--- config.mk ---
export PLATFORM = sky130hd
export DESIGN_NAME = rrps_divider
export DESIGN_NICKNAME = d
export VERILOG_FILES = /design/src/design/assert_macros.svh /design/src/design/rrps_pkg.sv /design/src/design/rrps_divider.sv
export SDC_FILE = /design/constraint.sdc
export NUM_CORES = 1
export LEC_CHECK = 0
export BUFFER_PORTS_ARGS = -buffer_cell sky130_fd_sc_hd__buf_2
export CAP_MARGIN = 25
export CORE_MARGIN = 8
export CORE_UTILIZATION = 40
export DETAILED_ROUTE_END_ITERATION = 6
export PLACE_DENSITY_LB_ADDON = 0.08
export RECOVER_POWER = 50
export SYNTH_ARGS = -nofsm -noshare
export SYNTH_HDL_FRONTEND = slang
export SYNTH_SLANG_ARGS = --single-unit
--- constraint.sdc ---
create_clock -name clock -period 7.8 [get_ports clock]
set_input_delay 1.17 -clock clock [delete_from_list [all_inputs] [get_ports clock]]
set_output_delay 1.17 -clock clock [all_outputs]
set_load 0.01 [all_outputs]
--- src/design/assert_macros.svh ---
// Assertion macros used by the scheduler top level.
`ifndef ASSERT_MACROS_SVH
`define ASSERT_MACROS_SVH
// Checks that an implication holds at every clock edge outside reset.
`define ASSERT_IMPLY(label, clk, rst, lhs, rhs) \
   label: assert property (@(posedge clk) disable iff (rst) (lhs) |-> (rhs)) \
      else $error("assertion failed");
// Checks that a condition holds in the cycle after a trigger.
`define ASSERT_NEXT(label, clk, rst, lhs, rhs) \
   label: assert property (@(posedge clk) disable iff (rst) (lhs) |=> (rhs)) \
      else $error("assertion failed");
`endif

--- src/design/rrps_pkg.sv ---
// Types and constants shared by the round-robin packet scheduler.
`timescale 1ns / 1ps
package rrps_pkg;
   localparam int TIME_WIDTH = 32;
   localparam int RATE_WIDTH = 24;
   localparam int LEN_WIDTH = 16;
   localparam int ID_WIDTH = 16;
   localparam int QNUM_WIDTH = 4;
   localparam int QUOT_WIDTH = LEN_WIDTH + 16;
   localparam logic [TIME_WIDTH-1:0] TIME_MAX = '1;

   typedef struct packed {
      logic start;
      logic done;
      logic overflow;
   } div_ctrl_type;
endpackage

--- src/design/rrps_divider.sv ---
// Restoring divider that computes length * 65536 / service rate, one bit per cycle.
`timescale 1ns / 1ps
module rrps_divider import rrps_pkg::*; (
   input  logic                    clock,
   input  logic                    reset,
   input  logic                    start,
   input  logic [LEN_WIDTH-1:0]    length,
   input  logic [RATE_WIDTH-1:0]   rate,
   output div_ctrl_type            ctrl,
   output logic [TIME_WIDTH-1:0]   quotient
);
   localparam int CW = $clog2(QUOT_WIDTH + 1);
   logic [QUOT_WIDTH-1:0] dividend_ff, dividend_in;
   logic [QUOT_WIDTH-1:0] quot_ff, quot_in;
   logic [RATE_WIDTH:0]   rem_ff, rem_in;
   logic [CW-1:0]         count_ff, count_in;
   logic                  busy_ff, busy_in;
   logic                  done_ff, done_in;
   logic [RATE_WIDTH:0]   trial;

   always_comb begin
      dividend_in = dividend_ff;
      quot_in = quot_ff;
      rem_in = rem_ff;
      count_in = count_ff;
      busy_in = busy_ff;
      done_in = 1'b0;
      trial = {rem_ff[RATE_WIDTH-1:0], dividend_ff[QUOT_WIDTH-1]};
      if (start) begin
         dividend_in = {length, 16'd0};
         rem_in = '0;
         quot_in = '0;
         count_in = CW'(QUOT_WIDTH);
         busy_in = 1'b1;
      end else if (busy_ff) begin
         dividend_in = {dividend_ff[QUOT_WIDTH-2:0], 1'b0};
         if (trial >= {1'b0, rate}) begin
            rem_in = trial - {1'b0, rate};
            quot_in = {quot_ff[QUOT_WIDTH-2:0], 1'b1};
         end else begin
            rem_in = trial;
            quot_in = {quot_ff[QUOT_WIDTH-2:0], 1'b0};
         end
         count_in = count_ff - 1'b1;
         if (count_ff == CW'(1)) begin
            busy_in = 1'b0;
            done_in = 1'b1;
         end
      end
   end

   always_ff @(posedge clock) begin
      dividend_ff <= dividend_in;
      quot_ff <= quot_in;
      rem_ff <= rem_in;
      count_ff <= count_in;
      if (reset) begin
         busy_ff <= 1'b0;
         done_ff <= 1'b0;
      end else begin
         busy_ff <= busy_in;
         done_ff <= done_in;
      end
   end

   assign ctrl.start = start;
   assign ctrl.done = done_ff;
   assign ctrl.overflow = (rate == '0);
   assign quotient = (rate == '0) ? TIME_MAX : TIME_WIDTH'(quot_ff);
endmodule
[Word-level counts from Yosys, hierarchy flattened]
Cells that the tools add are included.
Operators by class
  add/subtract/negate cells: 2
  order comparisons: 1
  eq/ne operators: 1
  mux-type cells: 9
  bitwise logic cells: 1
  reduce and logical (&&, ||, !) cells: 3
Operator list (number)
  two-way mux 32 bit: 3
  greater-or-equal comparator 25 x 24 -> 1 bit: 1
  logical NOT 24 bit: 1
  two-way mux 24 bit: 1
  subtractor 24 bit: 1
  == test 6 x 1 -> 1 bit, second input constant: 1
  subtractor 6 x 1 -> 6 bit, second input constant: 1
  two-way mux 1 bit: 5
  OR reduction 3 bit: 1
  nonzero test 2 bit: 1
  NOT 1 bit: 1
Word-level totals
  register bits: 80
  input port bits: 43
  logic and storage cells: 23

[Logic depth before layout (Yosys ltp)]
  depth after elaboration: 4
  depth in mapped cells: 12
  mapped depth without buffers: 11

[Worst setup path before layout]
Ideal clock, no wire load.
  kind: input port to flip-flop
  start point: input port rate[18]
  end point: register rem_ff[14]
  library setup time: 86 ps
  data arrival time: 3332 ps
  required time: 7714 ps
  setup slack: 4382 ps
  cell stages on the path: 11
  path buffers: 2
  path through: inv_1 > ha_1 > and3_1 > buf_6 > and3_4 > a311o_1 > a221oi_2 > o31ai_4 > buf_4 > mux2i_1 > a211oi_1
On the way
  cells in the longest elaborated chain, start to end: 2
Ends and longest elaborated chain
  from (decl): line rrps_divider.sv:8  | input logic [RATE_WIDTH-1:0] rate,
  greater-or-equal comparator 25 x 24 -> 1 bit: line rrps_divider.sv:37  | if (trial >= {1'b0, rate}) begin
  two-way mux 24 bit: line rrps_divider.sv:37
  to (signal assigned): line rrps_divider.sv:55  | rem_ff <= rem_in;
  to (decl): line rrps_divider.sv:15  | logic [RATE_WIDTH:0] rem_ff, rem_in;
Every way passes these cells.
A chain may end at the register's enable or synchronous reset.

[Final worst setup path]
  start point: input port start
  end point: output port ctrl[2] (netlist name)
RTL lines
  from (decl): line rrps_divider.sv:6  | input logic start,
  to (decl): line rrps_divider.sv:9  | output div_ctrl_type ctrl,
No word-level cell between the ends.

==> key figures <==
Status
  • Outcome: complete, but fails checks
  • Failing checks: max-capacitance violations, max-slew violations

Clock network
  • Max clock buf depth: 2
  • Hold_buf cts: 0
  • Inserted Clock Buffers: 9
  • Root Buffer: clkbuf_16
  • H-tree lvl count: 3
  • Latest clock arrival within the worst-skew pair: 0.33 ns
  • CTS resizes: 0
  • Postcts setup bufs: 0
  • CTS tree: done
  • Clock edge transition at the registers on the reported setup and hold paths: 0.06 ns
  • Clock sinks: 80

Setup path
  • Crit-path leading delay family: buffers and inverters
  • Crit path launch type: input port
  • Critical path type: in -> out
  • Worst setup EP type: primary output
  • Worst path most repeated cell: buf_2
  • Critical-path maximum fanout: 78
  • Critical path, cell by cell: buf_2 > clkbuf_1 > buf_2
  • Worst EP arrival: 4.25 ns
  • Crit-path slowest cell: clkbuf_1
  • CP required: 6.63 ns
  • Slowest stage delay, CP: 2.53 ns
  • Buf/Inv on CP: 3

Synthesis
  • Top_reg_cell synth: dfxtp_1
  • Synth top area cells: dfxtp_1, mux2i_1, edfxtp_1, ha_1, nor2_1
  • Mapped Nets: 621
  • Synth top area share: 25.9%
  • Post-Syn Instances: 551
  • Post-Syn Area: 0.00495 sq mm
  • Post-synth top area cell: dfxtp_1
  • Post-synth EDFFs: 16
  • Post-synth cell types: 63
  • FF+latch count, synth: 80
  • Syn Area/Cell: 8.99 sq um
  • Synth warn: 0
  • Async S/R FF share, synth: 0%
  • Sequential area share after synthesis: 35.6%

Global route
  • Gr usage total: 15.1%
  • Initial antenna violation count: 0
  • Largest net degree at the start of global routing: 79
  • Global-route wire length before repair: 19900 microns
  • Total global routing overflow: 0
  • Vias in the first global route: 3986

Drt
  • Routed Antenna Nets: 0
  • Drt drc: 0
  • Routed WL: 12400 microns
  • First-pass detailed-route iteration total: 4
  • Via density: 5.19
  • DR vias: 4061
  • Routed WL per cell: 15.8 microns
  • Initial drt markers: 229

STA
  • Max transition margin: -141%
  • Unrepaired setup endpoints after global routing: no
  • Setup TNS: 0 ns
  • Period minus WS final: 5.42 ns
  • Fin. Hold Viols: 0
  • Final setup fails: 0
  • Clock skew: 0.00570 ns
  • FMAX: 184 MHz
  • Final hold slack: 0.500 ns
  • Final worst-path cycle share: 69.5%
  • Slew @ Worst Pin: 3.61 ns
  • Max-slew violations: 79

Place
  • HPWL Detailed: 9010 microns
  • GP Congestion: 0.852
  • PortBufs: 77

Floorplanning
  • Die Width: 127 microns
  • Top Ports: 78
  • Initial Util: 41.0%
  • Core Area: 0.0121 sq mm
  • Rows: 40
  • DIE AREA: 0.0162 sq mm
  • Die height: 127 microns

Power and ir drop
  • Standby leakage power: 2.63 nW
  • Power, Total: 1.13 mW
  • VDD IR max: 105 uV
  • Power per cell area: 198 mW/mm^2

Job
  • Max-Cap Viols: 1

Cells and area
  • Area Growth Syn to Fin: 14.8%
  • Share of layout cells above drive strength 1: 24.4%
  • Ant diodes: 0
  • Fin nets: 679

Min path
  • Hold/Removal Path Class: reg -> reg
power breakdown:
| group | switching, mW | internal [mW] | leakage (nW) | total (mW) |
|---|---|---|---|---|
| Clock | 0.180 | 0.218 | 0.133 | 0.398 |
| Sequential | 0.0269 | 0.449 | 0.683 | 0.476 |
| Combinational | 0.137 | 0.115 | 1.82 | 0.252 |
| Total | 0.344 | 0.781 | 2.63 | 1.13 |
cell usage in the layout (no fill, tap or decap), types with 4 or more instances in the layout:
| cell | count |
|---|---|
| edfxtp_1 | 16 |
| nor2_1 | 75 |
| nand3_1 | 6 |
| nor3b_1 | 5 |
| mux2i_1 | 49 |
| ha_1 | 26 |
| or2_2 | 32 |
| o21ai_0 | 6 |
| nand2b_1 | 4 |
| mux2_2 | 15 |
| and3_1 | 4 |
| buf_2 | 76 |
| nand4_1 | 4 |
| a211oi_1 | 18 |
| nor4_1 | 9 |
| a21o_1 | 11 |
| clkbuf_16 | 9 |
| a21oi_1 | 22 |
| xnor2_1 | 15 |
| o21bai_1 | 7 |
| o21ai_1 | 11 |
| inv_1 | 32 |
| dfxtp_1 | 63 |
| xor2_1 | 8 |
| and2_1 | 6 |
| a22oi_1 | 4 |
| nor2b_1 | 4 |
| nor3_1 | 10 |
| nand2_1 | 16 |
registers in the layout, summed over array words and instances (netlist names):
signal and flops:
quot_ff 32, rem_ff 24, dividend_ff 16, count_ff 6, busy_ff 1, done_ff 1
cell type report:
type | count | area (sq um)
clock buffer | 10 | 229
clock inverter | 6 | 43.8
fill | 1185 | 6380
inverter | 32 | 120
multi-input combinational | 406 | 2910
sequential | 80 | 1770
tap | 168 | 210
timing repair buffer | 80 | 403
layer usage:
layer,share of wire [%],track usage (%)
met3,5.4,3.83
met1,48,19.9
met5,0,0
met4,1.4,5.11
met2,45,23.6
synth_stat cells (3+ instances only):
cell type   n
a21o_1     11
mux2i_1    49
inv_1      32
nand3_1     6
and3_1      4
buf_4       3
mux2_2     16
nor2b_1     4
nand4_1     4
o21ai_0     6
a211oi_1   18
a21oi_1    22
nor3b_1     5
nand2_1    16
nor4_1      9
edfxtp_1   16
o21bai_1    7
and2_1      6
or2_2      32
xnor2_1    15
a22oi_1     4
buf_2       5
o21ai_1    11
nor3_1     10
nor2_1     75
clkbuf_1   17
buf_1       6
nand3b_1    3
dfxtp_1    64
xor2_1      8
ha_1       26
nand2b_1    4
worst paths after layout:
path / start / cells past startpoint / slack (ns) / end
max reg2reg: dividend_ff[31] / 11 / 4.73 / rem_ff[18]
min reg2reg: rem_ff[1] / 2 / 0.50 / rem_ff[1]
min: rem_ff[1] / 2 / 0.50 / rem_ff[1]
max: start / 3 / 2.38 / ctrl[2]
per-stage QoR:
stage	cell area (sq um)	std cells	setup slack, ns	utilization [%]
floorplan	4950	551	4.38	-
global placement	5420	766	3.60	44.9
detailed placement	5420	766	3.62	44.9
CTS	5690	782	3.60	47.2
global route	5680	782	1.96	47.1
finish	5680	782	2.38	47.1
worst min-delay path: cells and delay by family, from the launching register on:
kind	cells	cell delay, ns
flops	1	0.34
compound gates	1	0.05
simple gates	1	0.06
logic make-up after synthesis:
kind of cell | count (synthesis) | synth area share [%]
AND/OR/NAND/NOR | 184 | 18.7
AO/OA/AOI/OAI | 106 | 15.3
flip-flops | 80 | 35.6
multiplexers | 66 | 13.8
buffers and inverters | 65 | 5.58
adder cells (fa/ha/maj) | 27 | 6.97
XOR/XNOR | 23 | 4.07
Note: power is estimated with default switching activity, not from simulation.
